### config.mk
export PLATFORM = sky130hd
export DESIGN_NAME = motor_soft_start_ramp_drive_top
export DESIGN_NICKNAME = d
export VERILOG_FILES = /design/src/sv/mssrd_pkg.sv /design/src/sv/motor_soft_start_ramp_drive_top.sv
export VERILOG_INCLUDE_DIRS = /design/src /design/src/sv
export SDC_FILE = /design/constraint.sdc
export NUM_CORES = 1
export LEC_CHECK = 0
export ABC_CLOCK_PERIOD_IN_PS = 12700
export CAP_MARGIN = 20
export CORE_MARGIN = 4
export CORE_UTILIZATION = 55
export CTS_CLUSTER_SIZE = 14
export DETAILED_ROUTE_END_ITERATION = 7
export DONT_BUFFER_PORTS = 1
export HOLD_SLACK_MARGIN = 0.06
export PLACE_DENSITY = 0.67
export REMOVE_ABC_BUFFERS = 1
export SYNTH_ARGS = -nofsm -noshare
export SYNTH_HDL_FRONTEND = slang
export SYNTH_SLANG_ARGS = --single-unit
export TNS_END_PERCENT = 1
### constraint.sdc
create_clock -name clk -period 12.7 [get_ports clk]
set_clock_uncertainty 0.15 [all_clocks]
set_input_delay 3.175 -clock clk [delete_from_list [all_inputs] [get_ports clk]]
set_output_delay 3.175 -clock clk [all_outputs]
set_load 0.005 [all_outputs]
### src/sv/assert_macros.svh
// Assertion helpers included by the top-level RTL file.
// Each macro checks a property on the rising clock edge, quiet while reset is asserted.
`ifndef ASSERT_MACROS_SVH
`define ASSERT_MACROS_SVH

`ifndef SYNTHESIS
`define ASSERT_CLK(name, clk, rst_n, prop) \
	name: assert property (@(posedge clk) disable iff (!rst_n) prop) \
	else $error("assertion failed");
`define ASSERT_NEVER(name, clk, rst_n, expr) \
	name: assert property (@(posedge clk) disable iff (!rst_n) !(expr)) \
	else $error("forbidden condition seen");
`else
`define ASSERT_CLK(name, clk, rst_n, prop)
`define ASSERT_NEVER(name, clk, rst_n, expr)
`endif

`endif

### src/sv/mssrd_pkg.sv
`timescale 1ns / 1ps

package mssrd_pkg;

	// default timing and duty figures
	localparam int FULL_TIME_MS_DEF = 200;
	localparam int RAMP_TIME_MS_DEF = 256;
	localparam int FULL_DUTY_DEF    = 255;
	localparam int TIMEOUT_MS_DEF   = 2000;

	// motion state codes
	localparam logic [2:0] MS_OPEN_PARCEL = 3'd0;
	localparam logic [2:0] MS_OPEN_MAIL   = 3'd1;
	localparam logic [2:0] MS_LOCKING     = 3'd2;
	localparam logic [2:0] MS_LOCKED      = 3'd3;
	localparam logic [2:0] MS_PARCEL_OPEN = 3'd4;
	localparam logic [2:0] MS_MAIL_OPEN   = 3'd5;
	localparam logic [2:0] MS_ERROR       = 3'd6;
	localparam logic [2:0] MS_OTHER       = 3'd7;

	// previous-state marker before any word has been seen
	localparam logic [3:0] PREV_NONE = 4'd8;

	// calibration steps that test a duty
	localparam logic [3:0] CAL_STEP_OPEN  = 4'd3;
	localparam logic [3:0] CAL_STEP_CLOSE = 4'd6;

	// register indexes
	localparam logic REG_OPEN_DUTY  = 1'b0;
	localparam logic REG_CLOSE_DUTY = 1'b1;

	// brake level on both legs
	localparam logic [7:0] BRAKE_DUTY = 8'hFF;

	typedef enum logic [1:0] {
		DRV_FWD,
		DRV_REV,
		DRV_BRAKE,
		DRV_HOLD
	} drive_kind_t;

	typedef enum logic [1:0] {
		PH_FULL,
		PH_RAMP,
		PH_TARGET
	} ramp_phase_t;

	typedef struct packed {
		logic [31:0] now_ms;
		logic [2:0]  motion_state;
		logic        calibration_active;
		logic [3:0]  calibration_step;
		logic [7:0]  candidate_duty;
	} item_t;

	typedef struct packed {
		logic [7:0] forward_duty;
		logic [7:0] reverse_duty;
		logic       timeout_fault;
	} result_t;

endpackage

### src/sv/motor_soft_start_ramp_drive_top.sv
// Soft-start ramp drive: three register stages (input, timing/product, ramp/output).
// Words pass the input, timing/product and ramp/output registers; the ramp divide is a reciprocal
// multiply in the ramp/output stage. Throughput: one word per cycle unless result_ready stalls.
// Reset: asynchronous, active low; both target duties go to 128, start time and held
// duties to zero, previous state to "none"; no pipeline word survives reset.
`timescale 1ns / 1ps
`include "assert_macros.svh"

module motor_soft_start_ramp_drive_top
	import mssrd_pkg::*;
#(
	parameter int FULL_TIME_MS = FULL_TIME_MS_DEF,
	parameter int RAMP_TIME_MS = RAMP_TIME_MS_DEF,
	parameter int FULL_DUTY    = FULL_DUTY_DEF,
	parameter int TIMEOUT_MS   = TIMEOUT_MS_DEF
) (
	input  logic       clk,
	input  logic       arst_n,
	input  logic       item_valid,
	output logic       item_ready,
	input  item_t      item,
	output logic       result_valid,
	input  logic       result_ready,
	output result_t    result,
	input  logic       wr_en,
	input  logic       wr_index,
	input  logic [7:0] wr_data
);

	// ramp offset width, product width and reciprocal for the divide by RAMP_TIME_MS
	localparam int RAMP_LOG  = $clog2(RAMP_TIME_MS);
	localparam int T_W       = (RAMP_LOG > 0) ? RAMP_LOG : 1;
	localparam int PROD_W    = 8 + T_W;
	localparam int MUL_W     = PROD_W + 2;
	localparam int RECIP_W   = PROD_W + MUL_W;
	localparam int RAMP_SHIFT = PROD_W + RAMP_LOG;
	localparam longint unsigned RAMP_MUL =
		((64'd1 << RAMP_SHIFT) + RAMP_TIME_MS - 1) / RAMP_TIME_MS;
	localparam logic [MUL_W-1:0] RAMP_MUL_B   = MUL_W'(RAMP_MUL);
	localparam logic [7:0]       FULL_DUTY_B  = 8'(FULL_DUTY);
	localparam logic [31:0]      FULL_TIME_B  = 32'(FULL_TIME_MS);
	localparam logic [31:0]      RAMP_END_B   = 32'(FULL_TIME_MS + RAMP_TIME_MS);
	localparam logic [31:0]      TIMEOUT_B    = 32'(TIMEOUT_MS);

	// configuration registers
	logic [7:0] open_duty_q;
	logic [7:0] close_duty_q;
	logic [7:0] wr_sat;

	// motion tracking state
	logic [31:0] start_time_q;
	logic [3:0]  prev_state_q;
	logic [7:0]  held_fwd_q;
	logic [7:0]  held_rev_q;

	// pipeline registers
	logic        valid_s1;
	item_t       item_s1;
	logic        valid_s2;
	drive_kind_t kind_s2;
	ramp_phase_t phase_s2;
	logic        fault_s2;
	logic        neg_s2;
	logic [7:0]  target_s2;
	logic [PROD_W-1:0] prod_s2;
	logic        valid_q;
	result_t     result_q;

	// handshake between stages
	logic adv_s2;
	logic adv_s1;

	// stage one logic
	logic        moving;
	logic        entering;
	logic [31:0] start_eff;
	logic [31:0] elapsed;
	logic        timeout;
	logic [7:0]  t_open;
	logic [7:0]  t_close;
	logic [7:0]  target;
	drive_kind_t kind;
	ramp_phase_t phase;
	logic        neg;
	logic [7:0]  mag;
	logic [31:0] t_off_full;
	logic [T_W-1:0] t_off;
	logic [PROD_W-1:0] prod;

	// stage two logic
	logic [RECIP_W-1:0] recip;
	logic [7:0]  quot;
	logic [8:0]  ramp_sum;
	logic [7:0]  duty;
	logic [7:0]  fwd_next;
	logic [7:0]  rev_next;

	// advance each stage when the one after it has room
	assign adv_s2     = valid_s2 && (!valid_q || result_ready);
	assign adv_s1     = valid_s1 && (!valid_s2 || adv_s2);
	assign item_ready = !valid_s1 || adv_s1;

	// saturate register writes at full duty
	assign wr_sat = (wr_data > FULL_DUTY_B) ? FULL_DUTY_B : wr_data;

	always_ff @(posedge clk or negedge arst_n) begin
		if (!arst_n) begin
			open_duty_q  <= 8'd128;
			close_duty_q <= 8'd128;
		end else if (wr_en) begin
			unique case (wr_index)
				REG_OPEN_DUTY:  open_duty_q  <= wr_sat;
				REG_CLOSE_DUTY: close_duty_q <= wr_sat;
				default: ;
			endcase
		end
	end

	// input register
	always_ff @(posedge clk or negedge arst_n) begin
		if (!arst_n) begin
			valid_s1 <= 1'b0;
		end else if (item_ready) begin
			valid_s1 <= item_valid;
		end
	end

	always_ff @(posedge clk) begin
		if (item_ready && item_valid) begin
			item_s1 <= item;
		end
	end

	// latch start time on entry into a moving state, measure elapsed time
	always_comb begin
		moving    = item_s1.motion_state <= MS_LOCKING;
		entering  = moving && (prev_state_q != {1'b0, item_s1.motion_state});
		start_eff = entering ? item_s1.now_ms : start_time_q;
		elapsed   = item_s1.now_ms - start_eff;
		timeout   = moving && (elapsed > TIMEOUT_B);
	end

	// pick targets, with the calibration candidate in place where tested
	always_comb begin
		t_open  = open_duty_q;
		t_close = close_duty_q;
		if (item_s1.calibration_active) begin
			if (item_s1.calibration_step == CAL_STEP_OPEN) begin
				t_open = item_s1.candidate_duty;
			end else if (item_s1.calibration_step == CAL_STEP_CLOSE) begin
				t_close = item_s1.candidate_duty;
			end
		end
	end

	// decode drive kind from state
	always_comb begin
		unique case (item_s1.motion_state) inside
			MS_OPEN_PARCEL, MS_OPEN_MAIL: kind = DRV_FWD;
			MS_LOCKING: kind = DRV_REV;
			MS_LOCKED, MS_PARCEL_OPEN, MS_MAIL_OPEN, MS_ERROR: kind = DRV_BRAKE;
			MS_OTHER: kind = DRV_HOLD;
			default: kind = DRV_HOLD;
		endcase
		if (timeout) begin
			kind = DRV_BRAKE;
		end
	end

	// ramp phase and the product for the linear section
	always_comb begin
		target = (kind == DRV_REV) ? t_close : t_open;
		if (elapsed < FULL_TIME_B) begin
			phase = PH_FULL;
		end else if (elapsed < RAMP_END_B) begin
			phase = PH_RAMP;
		end else begin
			phase = PH_TARGET;
		end
		neg        = target > FULL_DUTY_B;
		mag        = neg ? (target - FULL_DUTY_B) : (FULL_DUTY_B - target);
		t_off_full = elapsed - FULL_TIME_B;
		t_off      = t_off_full[T_W-1:0];
		prod       = PROD_W'(mag) * PROD_W'(t_off);
	end

	// update motion state as each word leaves stage one
	always_ff @(posedge clk or negedge arst_n) begin
		if (!arst_n) begin
			start_time_q <= '0;
			prev_state_q <= PREV_NONE;
			valid_s2     <= 1'b0;
		end else begin
			if (adv_s1) begin
				start_time_q <= start_eff;
				prev_state_q <= {1'b0, item_s1.motion_state};
			end
			if (!valid_s2 || adv_s2) begin
				valid_s2 <= adv_s1;
			end
		end
	end

	always_ff @(posedge clk) begin
		if (adv_s1) begin
			kind_s2   <= kind;
			phase_s2  <= phase;
			fault_s2  <= timeout;
			neg_s2    <= neg;
			target_s2 <= target;
			prod_s2   <= prod;
		end
	end

	// divide by the ramp time through the reciprocal, then form the duty
	always_comb begin
		recip    = RECIP_W'(prod_s2) * RECIP_W'(RAMP_MUL_B);
		quot     = recip[RAMP_SHIFT +: 8];
		ramp_sum = neg_s2 ? ({1'b0, FULL_DUTY_B} + {1'b0, quot})
				: ({1'b0, FULL_DUTY_B} - {1'b0, quot});
		case (phase_s2)
			PH_FULL:   duty = FULL_DUTY_B;
			PH_RAMP:   duty = ramp_sum[7:0];
			PH_TARGET: duty = target_s2;
			default:   duty = target_s2;
		endcase
	end

	// route the duty to a leg, brake, or repeat the held values
	always_comb begin
		case (kind_s2)
			DRV_FWD: begin
				fwd_next = duty;
				rev_next = 8'd0;
			end
			DRV_REV: begin
				fwd_next = 8'd0;
				rev_next = duty;
			end
			DRV_BRAKE: begin
				fwd_next = BRAKE_DUTY;
				rev_next = BRAKE_DUTY;
			end
			default: begin
				fwd_next = held_fwd_q;
				rev_next = held_rev_q;
			end
		endcase
	end

	// result register and held duties
	always_ff @(posedge clk or negedge arst_n) begin
		if (!arst_n) begin
			held_fwd_q <= '0;
			held_rev_q <= '0;
			valid_q    <= 1'b0;
		end else begin
			if (adv_s2) begin
				held_fwd_q <= fwd_next;
				held_rev_q <= rev_next;
			end
			if (!valid_q || result_ready) begin
				valid_q <= adv_s2;
			end
		end
	end

	always_ff @(posedge clk) begin
		if (adv_s2) begin
			result_q.forward_duty  <= fwd_next;
			result_q.reverse_duty  <= rev_next;
			result_q.timeout_fault <= fault_s2;
		end
	end

	assign result_valid = valid_q;
	assign result       = result_q;

	// a fault always brakes both legs
	`ASSERT_CLK(a_fault_brakes, clk, arst_n, (valid_q && result_q.timeout_fault) |->
		(result_q.forward_duty == BRAKE_DUTY && result_q.reverse_duty == BRAKE_DUTY))
	// a timed-out word is routed to the brake
	`ASSERT_CLK(a_fault_kind, clk, arst_n, (valid_s2 && fault_s2) |-> (kind_s2 == DRV_BRAKE))
	// a stalled middle word is never dropped
	`ASSERT_CLK(a_s2_kept, clk, arst_n, (valid_s2 && !adv_s2) |=> valid_s2)
	// stored targets stay within full duty
	`ASSERT_NEVER(a_duty_sat, clk, arst_n,
		(open_duty_q > FULL_DUTY_B) || (close_duty_q > FULL_DUTY_B))
	// a word only moves into a free or draining stage
	`ASSERT_NEVER(a_no_overwrite, clk, arst_n, adv_s1 && valid_s2 && !adv_s2)

endmodule
# Word-level counts from Yosys, hierarchy flattened
# Cells that the tools add are included.
[word_totals]
input_bits = 62
register_bits = 166
latchBits = 0
romBits = 0
ram_bits = 0
output_inout_bits = 19
word_cells = 84
memories = 0
[classes]
bitwise_logic = 1
mul = 1
n_shift = 0
div = 0
n_lt_le_gt_ge = 6
n_reduce_logical = 18
addsub = 6
muxes = 16
n_eq_ne = 13
[op_table]
columns = ["cell", "n"]
rows = [
  ["2-to-1 mux 8 bit", 9],
  ["one-hot mux 8 bit (3 select lines)", 2],
  ["> comparator 32 x 11 -> 1 bit (second input constant)", 1],
  ["less-than comparator 32 x 8 -> 1 bit (second input constant)", 1],
  ["less-than comparator 32 x 9 -> 1 bit (second input constant)", 1],
  ["2-to-1 mux 32 bit", 1],
  ["subtractor 32 bit", 1],
  ["> comparator 8 bit (second input constant)", 2],
  ["multiplier 8 x 8 -> 16 bit", 1],
  ["one-hot mux 8 bit (2 select lines)", 1],
  ["subtractor 8 bit (first input constant)", 2],
  ["subtractor 8 bit (second input constant)", 2],
  ["== test 3 bit (second input constant)", 3],
  ["adder 8 bit (first input constant)", 1],
  ["== test 2 x 1 -> 1 bit (second input constant)", 3],
  ["== test 3 x 2 -> 1 bit (second input constant)", 2],
  ["one-hot mux 2 bit (3 select lines)", 1],
  ["logical AND 1 bit", 5],
  ["== test 4 x 2 -> 1 bit (second input constant)", 1],
  ["== test 4 x 3 -> 1 bit (second input constant)", 1],
  ["zero test 2 bit", 2],
  ["2-to-1 mux 2 bit", 2],
  ["!= test 4 x 3 -> 1 bit", 1],
  ["AND reduction 2 bit", 2],
  ["other kinds (9)", 13],
]

# Longest topological paths before layout
# Gate-level depths: netlist of the first run.
[logic_depth]
word_depth = 12
depth_mapped = 41
ltp_nobuf = 38

# Worst setup path before layout of the first run
# No wires, ideal clock.
[synth_path]
path_kind = "register -> register"
start = "register item_s1[13] in the netlist's numbering"
end = "register prod_s2[14], data pin"
period_less_slack_ps = 10015
path_buffers = 5
slack_ps = 2685
stages_incl_launch_ff = 37
required_time_ps = 12292
arrival_time_ps = 9607
setup_ps = 258
cell_sequence = "edfxtp_1 a21oi_1 o41a_1 buf_6 buf_2 buf_1 mux2i_1 ha_1 and2_1 a221oi_1 a21oi_1 o21bai_2 a21oi_1 or4b_1 a2111oi_1 nand3_1 or4_1 buf_2 o221a_1 buf_6 or2_1 fa_1 fa_1 inv_1 fa_1 inv_1 fa_1 inv_1 ha_1 nand2_1 or4_1 nor4_1 and4b_1 o31ai_1 o21ai_0 a31oi_1 xnor2_1"
[synth_via]
elab_chain_len = 12
word_cells_on_any_way = 26
cone_classes = "4 x add/sub; 1 x mul; 3 x order compare; 8 x eq/ne; 5 x mux; 5 x reduce/logical"
[synth_rtl]
columns = ["item", "line_no", "rtl"]
rows = [
  ["start: declaration", "motor_soft_start_ramp_drive_top.sv:58", "item_t item_s1;"],
  ["start signal: assignment", "motor_soft_start_ramp_drive_top.sv:130", "item_s1 <= item;"],
  ["<= comparator 3 x 2 -> 1 bit / != test 4 x 3 -> 1 bit (equally long branches)", "motor_soft_start_ramp_drive_top.sv:136, motor_soft_start_ramp_drive_top.sv:137", ""],
  ["logical AND 1 bit", "motor_soft_start_ramp_drive_top.sv:137", "entering = moving && (prev_state_q != {1'b0, item_s1.motion_state});"],
  ["2-to-1 mux 32 bit", "motor_soft_start_ramp_drive_top.sv:138", "start_eff = entering ? item_s1.now_ms : start_time_q;"],
  ["subtractor 32 bit", "motor_soft_start_ramp_drive_top.sv:139", "elapsed = item_s1.now_ms - start_eff;"],
  ["> comparator 32 x 11 -> 1 bit", "motor_soft_start_ramp_drive_top.sv:140", "timeout = moving && (elapsed > TIMEOUT_B);"],
  ["logical AND 1 bit", "motor_soft_start_ramp_drive_top.sv:140", ""],
  ["2-to-1 mux 2 bit *", "motor_soft_start_ramp_drive_top.sv:165", "if (timeout) begin"],
  ["== test 2 x 1 -> 1 bit *", "motor_soft_start_ramp_drive_top.sv:172", "target = (kind == DRV_REV) ? t_close : t_open;"],
  ["2-to-1 mux 8 bit *", "motor_soft_start_ramp_drive_top.sv:172", ""],
  ["net target[2]", "motor_soft_start_ramp_drive_top.sv:81", "logic [7:0] target;"],
  ["subtractor 8 bit / > comparator 8 bit (equally long branches)", "motor_soft_start_ramp_drive_top.sv:181, motor_soft_start_ramp_drive_top.sv:180", ""],
  ["2-to-1 mux 8 bit *", "motor_soft_start_ramp_drive_top.sv:181", "mag = neg ? (target - FULL_DUTY_B) : (FULL_DUTY_B - target);"],
  ["multiplier 8 x 8 -> 16 bit *", "motor_soft_start_ramp_drive_top.sv:184", "prod = PROD_W'(mag) * PROD_W'(t_off);"],
  ["net prod[14]", "motor_soft_start_ramp_drive_top.sv:88", "logic [PROD_W-1:0] prod;"],
  ["end signal: assignment", "motor_soft_start_ramp_drive_top.sv:211", "prod_s2 <= prod;"],
  ["end: declaration", "motor_soft_start_ramp_drive_top.sv:65", "logic [PROD_W-1:0] prod_s2;"],
]
# The timed path passes the listed nets; every way through them passes the cells marked *.
# A chain may end at the register's enable or synchronous reset.

# Worst setup path after layout of the first run
[layout_path]
start = "register item_s1[14] in the netlist's numbering"
end = "register prod_s2[14], data pin"
[layout_via]
elab_chain_len = 12
word_cells_on_any_way = 26
cone_classes = "4 x add/sub; 1 x mul; 3 x order compare; 8 x eq/ne; 5 x mux; 5 x reduce/logical"
[layout_rtl]
columns = ["item", "line_no"]
rows = [
  ["<= comparator 3 x 2 -> 1 bit / != test 4 x 3 -> 1 bit (equally long branches)", "motor_soft_start_ramp_drive_top.sv:136, motor_soft_start_ramp_drive_top.sv:137"],
  ["logical AND 1 bit", "motor_soft_start_ramp_drive_top.sv:137"],
  ["2-to-1 mux 32 bit", "motor_soft_start_ramp_drive_top.sv:138"],
  ["subtractor 32 bit", "motor_soft_start_ramp_drive_top.sv:139"],
  ["> comparator 32 x 11 -> 1 bit", "motor_soft_start_ramp_drive_top.sv:140"],
  ["logical AND 1 bit", "motor_soft_start_ramp_drive_top.sv:140"],
  ["2-to-1 mux 2 bit", "motor_soft_start_ramp_drive_top.sv:165"],
  ["== test 2 x 1 -> 1 bit", "motor_soft_start_ramp_drive_top.sv:172"],
  ["2-to-1 mux 8 bit", "motor_soft_start_ramp_drive_top.sv:172"],
  ["subtractor 8 bit / > comparator 8 bit (equally long branches)", "motor_soft_start_ramp_drive_top.sv:181, motor_soft_start_ramp_drive_top.sv:180"],
  ["2-to-1 mux 8 bit", "motor_soft_start_ramp_drive_top.sv:181"],
  ["multiplier 8 x 8 -> 16 bit *", "motor_soft_start_ramp_drive_top.sv:184"],
  ["net prod[14]", "motor_soft_start_ramp_drive_top.sv:88"],
]
# Marked as above.

==> parameters.txt, run 1 <==
Parameter                              Value

Clocking
  Deepest level of the CTS H-tree    4
  CTS clk-pin slew, worst paths    0.07 ns
  Number of post-CTS setup repair buffers    0
  TritonCTS sink count    157
  Clock tree buffer depth    2
  Num CTS Buffers    17
  Hold-fix buffers at CTS    0
  Root Buffer    sky130_fd_sc_hd__clkbuf_16
  Clock network latency to the later pin of the worst-skew pair    0.42 ns
  Clock tree from TritonCTS    yes
  Resized Gates After CTS    0

STA
  Relative max-transition margin    28.01%
  Finish-stage setup viols    0
  Final hold violation count    0
  Fraction of the cycle the final worst path needs    87.49%
  Upper clock frequency limit    0.09000 GHz
  Final setup TNS    0 ns
  Minimum clock period after layout    11.11 ns
  Measured slew at the worst slew-check pin    1.080 ns
  Fin. max-slew vios    0
  RSZ-0062 raised after global routing    no

Floorplanning
  Total core area    18,270 um^2
  Horiz. Die Dim    145.3 um
  Floorplan die area    21,110 um^2
  Initial cell density of the core    56.74%
  Vert. Die Dim    145.3 um
  Total I/O pin count    81
  Total number of placement rows    49

Yosys
  YS warnings    0
  Area leader, netlist    sky130_fd_sc_hd__edfxtp_1
  Synth Instances    973
  Total of flip-flops plus latches after synthesis    157
  Synth top area cells    sky130_fd_sc_hd__edfxtp_1, sky130_fd_sc_hd__dfrtp_1, sky130_fd_sc_hd__ha_1, sky130_fd_sc_hd__mux2_2, sky130_fd_sc_hd__fa_1
  Mapped Area    10,370 um^2
  Mean instance size in the synthesized netlist    10.65 um^2
  Sequential element share of the synthesized area    42.09%
  Async set or reset register ratio after synthesis    45.22%
  Fraction of post-synthesis cell area in the top cell type by area    24.91%
  Number of enable flip-flop cells after synthesis    86
  Most used flip-flop cell after synthesis    sky130_fd_sc_hd__edfxtp_1
  Post-synthesis cell type count    74

Min path
  Count of cells along the worst hold path    0
  Hold Path End    result[0]$_DFFE_PP_
  Tightest Hold Check Type    flop to flop
  Origin of the worst min-delay path    fault_s2$_DFFE_PP_

Worst setup path
  Slowest cell on the critical path    sky130_fd_sc_hd__o41a_2
  Reg2reg path depth    32
  Maximum cell stage delay along the critical path    0.99 ns
  Arrival time reported for the critical path endpoint    11.14 ns
  Number of gates on the worst path with buffers counted    32
  Cell class contributing the biggest share of worst-path delay    compound AO/OA/AOI/OAI gates
  Worst r2r dst    prod_s2[14]$_DFFE_PP_
  Required time worst endpoint    12.73 ns
  Critical Path Sink Type    flop
  CP Class    flop to flop
  Setup crit start kind    flop
  Critical path fanouts, max    37
  Most numerous cell on the critical path    sky130_fd_sc_hd__fa_1
  Setup slack of the worst register-to-register path    1.59 ns
  CP bufs+invs    3
  RR Startpoint    item_s1[14]$_DFFE_PP_

Global routing
  Total gr overflow    0
  Wire length of the first global-routing pass    36.00 mm
  Antenna violations before repair    2
  Via count of the first global-routing pass    6,976
  Largest net degree at the start of global routing    72
  Total GRT Usage    20.86%

Route
  Post-Route WL    21.61 mm
  Number of antenna-violating nets in the routed design    0
  Wire length per cell    17.90 um
  Drt first pass iters    5
  Ratio of routed vias to standard cells    5.871
  DRC violation total after the first TritonRoute iteration    428
  Count of vias placed by the detailed router    7,086
  Post-detailed-route DRC marker count    0

Layout
  Fillers    1,525
  Layout-stage area growth over the synthesis result    6.977%
  FF+latch area    4363 um^2
  Most frequent standard cell in the layout excluding fill and tap cells    sky130_fd_sc_hd__nor2_1
  Share of layout cells above drive strength 1    13.82%
  Area used by multi-input combinational logic    5647 um^2
  Final net count    1,124
  Leading cell types in the layout, fill and taps excluded    sky130_fd_sc_hd__nor2_1, sky130_fd_sc_hd__edfxtp_1, sky130_fd_sc_hd__nand2_1, sky130_fd_sc_hd__dfrtp_1, sky130_fd_sc_hd__mux2_2

Status
  Run status    finished clean

Placed design
  Placer's final routability congestion estimate    0.9292
  Placed wire-length estimate    16.16 mm
  Number of buffer cells added on primary ports    0

Run
  Number of max-cap violations    0
[area by class of cell]
class / count / share of cell area (%)
multi-input combinational: 730 / 50.92
sequential: 157 / 39.34
clock buffer: 18 / 3.870
tap: 229 / 2.584
inverter: 55 / 1.862
clock inverter: 14 / 1.196
timing repair buffer: 3 / 0.2031
antenna: 1 / 0.02257
[state kept, by name, summed over array words and instances (netlist names), 4 cells and up]
register and count:
target_s2 8, open_duty_q 8, prod_s2 8, result 17, start_time_q 32, close_duty_q 8
prev_state_q 4, held_rev_q 8, item_s1 48, held_fwd_q 8
[per-stage QoR]
step / cell area [um^2] / util, % / setup WS (ns) / hold slack, ns / std cells
final: 11090 / 60.70 / 1.589 / 0.2752 / 1207
after floorplan: 10210 / - / 2.257 / 0.2503 / 942
after global placement: 10530 / 57.61 / 1.869 / 0.2707 / 1174
after detailed placement: 10530 / 57.61 / 1.581 / 0.2626 / 1174
after CTS: 11090 / 60.68 / 1.575 / 0.2783 / 1206
after global routing: 11090 / 60.70 / 0.7282 / 0.2903 / 1207
[cells in the mapped netlist (6+ instances only)]
library cell,instances
sky130_fd_sc_hd__dfrtp_1,68
sky130_fd_sc_hd__nor4_1,9
sky130_fd_sc_hd__a21o_1,10
sky130_fd_sc_hd__a211oi_1,7
sky130_fd_sc_hd__o21ai_0,38
sky130_fd_sc_hd__or2_1,11
sky130_fd_sc_hd__nand4_1,6
sky130_fd_sc_hd__o21bai_1,6
sky130_fd_sc_hd__nand2_1,78
sky130_fd_sc_hd__nor3_1,14
sky130_fd_sc_hd__mux2_2,66
sky130_fd_sc_hd__buf_2,7
sky130_fd_sc_hd__clkbuf_1,16
sky130_fd_sc_hd__xor2_1,15
sky130_fd_sc_hd__o21a_1,9
sky130_fd_sc_hd__or3_1,7
sky130_fd_sc_hd__fa_1,36
sky130_fd_sc_hd__nor3b_1,7
sky130_fd_sc_hd__and2_1,7
sky130_fd_sc_hd__a21oi_1,65
sky130_fd_sc_hd__xnor2_1,15
sky130_fd_sc_hd__nor2_1,95
sky130_fd_sc_hd__nor2b_1,11
sky130_fd_sc_hd__or2_2,11
sky130_fd_sc_hd__ha_1,62
sky130_fd_sc_hd__nand2b_1,16
sky130_fd_sc_hd__mux2i_1,27
sky130_fd_sc_hd__edfxtp_1,86
sky130_fd_sc_hd__inv_1,54
sky130_fd_sc_hd__nand3_1,19
[metal layers]
layer,up-vias,track usage (%),share of wire (%)
met4,2,5.271,0.91
met2,168,31.29,44
met5,-,0,0.060
li1,3507,-,-
met1,3394,31.28,51
met3,15,4.178,4.4
[cells by family after synthesis]
kind of cell	share of synthesized area, %
mux	9.909
buf+inv	3.488
flops	42.09
xor+xnor	2.535
simple gates	14.44
compound gates	12.82
fa+ha+maj	14.73
[worst register-to-register path: cells and delay by family (launching register included)]
family | cells | cell delay, ns
and+or+nand+nor | 9 | 2.66
buffers and inverters | 3 | 0.15
DFF | 1 | 0.48
muxes | 2 | 0.75
AOI/OAI and AO/OA | 11 | 3.70
adders and majority gates | 6 | 2.83
xor gates and xnor gates | 1 | 0.14
[how the worst max path moves through the flow]
stage | from | end
2_1_floorplan | item_s1[13]$_DFFE_PP_ | prod_s2[14]$_DFFE_PP_
4_1_cts | item_s1[14]$_DFFE_PP_ | prod_s2[14]$_DFFE_PP_
3_3_place_gp | item_s1[14]$_DFFE_PP_ | prod_s2[14]$_DFFE_PP_
5_1_grt | item_s1[14]$_DFFE_PP_ | prod_s2[15]$_DFFE_PP_
6_report | item_s1[14]$_DFFE_PP_ | prod_s2[14]$_DFFE_PP_
3_5_place_dp | item_s1[13]$_DFFE_PP_ | prod_s2[14]$_DFFE_PP_
Power of run 1 is not shown: default switching activity piles up to over one toggle a cycle in this logic, so the estimate is an artifact.
==> inputs of run 2 (changes only) <==
ABC_AREA = 1   (was default)
CTS_BUF_LIST = sky130_fd_sc_hd__clkbuf_16   (was default)
RECOVER_POWER = 50   (was default)
==> run 2 against run 1 <==
First-iteration DRC count rose by 47%. Die area rose by 2.5%. Final area rose by 3.9%. Synthesized cell count rose by 34%. Non-clock buffer count rose by 1. Wire length rose by 16%. Setup slack improved by 1.8 ns. Cell count rose by 30%. Sequential cell count did not move. Utilization rose by 0.30 points. Sequential share of layout area fell by 1.5 points. Maximum frequency rose by 19%.
==> parameters.txt, run 2 <==
Parameter                              Value

Min path
  Tightest Hold Check Type    flop to flop (unchanged)

Yosys
  Sequential element share of the synthesized area    41.00% (was 42.09%)
  Synth Instances    1,303 (was 973)
  Synth top area cells    sky130_fd_sc_hd__edfxtp_1, sky130_fd_sc_hd__dfrtp_1, sky130_fd_sc_hd__nand2_1, sky130_fd_sc_hd__ha_1, sky130_fd_sc_hd__inv_1 (was sky130_fd_sc_hd__edfxtp_1, sky130_fd_sc_hd__dfrtp_1, sky130_fd_sc_hd__ha_1, sky130_fd_sc_hd__mux2_2, sky130_fd_sc_hd__fa_1)
  Area leader, netlist    sky130_fd_sc_hd__edfxtp_1 (unchanged)
  Most frequent cells after synthesis    sky130_fd_sc_hd__nand2_1, sky130_fd_sc_hd__inv_1, sky130_fd_sc_hd__o21ai_0, sky130_fd_sc_hd__nor2_1, sky130_fd_sc_hd__edfxtp_1 (was sky130_fd_sc_hd__nor2_1, sky130_fd_sc_hd__edfxtp_1, sky130_fd_sc_hd__nand2_1, sky130_fd_sc_hd__dfrtp_1, sky130_fd_sc_hd__mux2_2)
  Total of flip-flops plus latches after synthesis    157 (unchanged)
  YS warnings    0 (unchanged)
  Post-synthesis cell type count    50 (was 74)
  Most used flip-flop cell after synthesis    sky130_fd_sc_hd__edfxtp_1 (unchanged)
  Fraction of post-synthesis cell area in the top cell type by area    24.27% (was 24.91%)
  Library cell with the highest instance count after synthesis    sky130_fd_sc_hd__nand2_1 (was sky130_fd_sc_hd__nor2_1)
  Mapped Area    10,640 um^2 (was 10,370 um^2)
  Number of enable flip-flop cells after synthesis    86 (unchanged)
  Mean instance size in the synthesized netlist    8.167 um^2 (was 10.65 um^2)
  Async set or reset register ratio after synthesis    45.22% (unchanged)

Clocking
  Root Buffer    sky130_fd_sc_hd__clkbuf_16 (unchanged)
  Clock tree buffer depth    2 (unchanged)
  Number of post-CTS setup repair buffers    0 (unchanged)
  Clock tree from TritonCTS    yes (unchanged)
  Num CTS Buffers    17 (unchanged)
  Resized Gates After CTS    0 (unchanged)
  CTS clk-pin slew, worst paths    0.07 ns (about the same)
  Deepest level of the CTS H-tree    4 (unchanged)
  Hold-fix buffers at CTS    0 (unchanged)
  TritonCTS sink count    157 (unchanged)
  Clock network latency to the later pin of the worst-skew pair    0.44 ns (was 0.42 ns)

Floorplanning
  Total I/O pin count    81 (unchanged)
  Vert. Die Dim    147.1 um (was 145.3 um)
  Initial cell density of the core    56.32% (was 56.74%)
  Floorplan die area    21,640 um^2 (was 21,110 um^2)
  Total core area    18,890 um^2 (was 18,270 um^2)
  Total number of placement rows    50 (was 49)
  Horiz. Die Dim    147.1 um (was 145.3 um)

Global routing
  Total GRT Usage    24.01% (was 20.86%)
  Largest net degree at the start of global routing    72 (unchanged)
  Via count of the first global-routing pass    8,031 (was 6,976)
  Total gr overflow    0 (unchanged)
  Wire length of the first global-routing pass    41.52 mm (was 36.00 mm)
  Antenna violations before repair    0 (was 2)

Placed design
  Placer's final routability congestion estimate    0.9576 (was 0.9292)
  Placed wire-length estimate    18.92 mm (was 16.16 mm)
  Number of buffer cells added on primary ports    0 (unchanged)

Route
  Drt first pass iters    6 (was 5)
  DRC violation total after the first TritonRoute iteration    628 (was 428)
  Post-Route WL    25.16 mm (was 21.61 mm)
  Ratio of routed vias to standard cells    5.385 (was 5.871)
  Post-detailed-route DRC marker count    0 (unchanged)
  Number of antenna-violating nets in the routed design    0 (unchanged)
  Count of vias placed by the detailed router    8,476 (was 7,086)
  Wire length per cell    15.99 um (was 17.90 um)

STA
  Final setup TNS    0 ns (unchanged)
  Measured slew at the worst slew-check pin    0.9562 ns (was 1.080 ns)
  Relative max-transition margin    36.18% (was 28.01%)
  Fin. max-slew vios    0 (unchanged)
  Minimum clock period after layout    9.328 ns (was 11.11 ns)
  Final hold violation count    0 (unchanged)
  Upper clock frequency limit    0.1072 GHz (was 0.09000 GHz)
  RSZ-0062 raised after global routing    no (unchanged)
  Fraction of the cycle the final worst path needs    73.45% (was 87.49%)
  Finish-stage setup viols    0 (unchanged)

Worst setup path
  Critical path fanouts, max    49 (was 37)
  Maximum cell stage delay along the critical path    0.57 ns (was 0.99 ns)
  Required time worst endpoint    12.74 ns (was 12.73 ns)
  CP Class    flop to flop (unchanged)
  Critical Path Sink Type    flop (unchanged)
  Slowest cell on the critical path    sky130_fd_sc_hd__o21ai_2 (was sky130_fd_sc_hd__o41a_2)
  Arrival time reported for the critical path endpoint    9.37 ns (was 11.14 ns)
  Setup crit start kind    flop (unchanged)
  Most numerous cell on the critical path    sky130_fd_sc_hd__nand2_1 (was sky130_fd_sc_hd__fa_1)

Layout
  Share of layout cells above drive strength 1    6.849% (was 13.82%)
  Max reg flops    48 (unchanged)
  Layout-stage area growth over the synthesis result    8.290% (was 6.977%)
  Ant. Diodes    0 (was 1)
  Final net count    1,461 (was 1,124)
  Most frequent standard cell in the layout excluding fill and tap cells    sky130_fd_sc_hd__nand2_1 (was sky130_fd_sc_hd__nor2_1)
  Leading cell types in the layout, fill and taps excluded    sky130_fd_sc_hd__nand2_1, sky130_fd_sc_hd__inv_1, sky130_fd_sc_hd__o21ai_0, sky130_fd_sc_hd__nor2_1, sky130_fd_sc_hd__edfxtp_1 (was sky130_fd_sc_hd__nor2_1, sky130_fd_sc_hd__edfxtp_1, sky130_fd_sc_hd__nand2_1, sky130_fd_sc_hd__dfrtp_1, sky130_fd_sc_hd__mux2_2)
  Register with the most flip-flops    item_s1 (unchanged)
  Fillers    1,678 (was 1,525)

Status
  Run status    finished clean (unchanged)

Run
  Number of max-cap violations    0 (unchanged)
## run 2: logic make-up (layout without fill, tap and decap cells)
logic type	Yosys count	count (layout)	share of synthesized area, %
flops	157	157	41.00
xor+xnor	20	20	1.646
fa+ha+maj	98	98	14.06
compound gates	220	220	11.35
mux	2	2	0.1881
simple gates	578	578	23.60
buf+inv	228	239	8.160
## run 2: per-layer routing
layer	vias to the layer above	GRT usage [%]	part of all wire, %
met5	-	0	0
met4	0	5.499	1.4
met3	23	4.534	5.2
met2	245	36.71	44
met1	3951	35.83	50
li1	4257	-	-
## run 2: path summary, 6_finish.rpt
check                                      startpoint                    endpoint  slack [ns]  depth (start not counted)
worst max-delay path            item_s1[13]$_DFFE_PP_       prod_s2[14]$_DFFE_PP_        3.37                         40
worst min-delay path               fault_s2$_DFFE_PP_         result[0]$_DFFE_PP_        0.31                          0
max in group asynchronous                      arst_n  open_duty_q[7]$_DFFE_PN1P_        9.93                          0
worst max register to register  item_s1[13]$_DFFE_PP_       prod_s2[14]$_DFFE_PP_        3.37                         40
worst min register to register     fault_s2$_DFFE_PP_         result[0]$_DFFE_PP_        0.31                          0
min in group asynchronous                      arst_n   held_rev_q[3]$_DFFE_PN0P_        2.27                          0
## run 2: through the flow
stage / instance area [um^2] / hold WS, ns / util [%] / instances / setup WS [ns]
2_1_floorplan: 10540 / 0.2503 / - / 1278 / 4.435
3_3_place_gp: 10880 / 0.2796 / 57.61 / 1541 / 3.643
5_1_grt: 11520 / 0.3173 / 60.99 / 1574 / 2.578
6_report: 11520 / 0.3122 / 60.99 / 1574 / 3.372
4_1_cts: 11500 / 0.2986 / 60.89 / 1573 / 3.407
3_5_place_dp: 10880 / 0.2819 / 57.61 / 1541 / 3.474
## run 2: worst max-delay path: cells and delay by family (launching register included)
kind	cells	cell delay [ns]
buffers and inverters	7	1.05
AO/OA/AOI/OAI	7	2.08
adder cells (fa/ha/maj)	6	2.79
AND/OR/NAND/NOR	20	2.48
flip-flops	1	0.49
## run 2: final cells by class
| type | instances | area [um^2] | share of cell area (%) |
|---|---|---|---|
| timing repair buffer | 4 | 42.54 | 0.3692 |
| inverter | 203 | 763.2 | 6.623 |
| sequential | 157 | 4363 | 37.86 |
| clock inverter | 15 | 193.9 | 1.683 |
| tap | 260 | 325.3 | 2.823 |
| clock buffer | 17 | 425.4 | 3.692 |
| multi-input combinational | 918 | 5410 | 46.95 |
Power of run 2 is left out for the same reason.
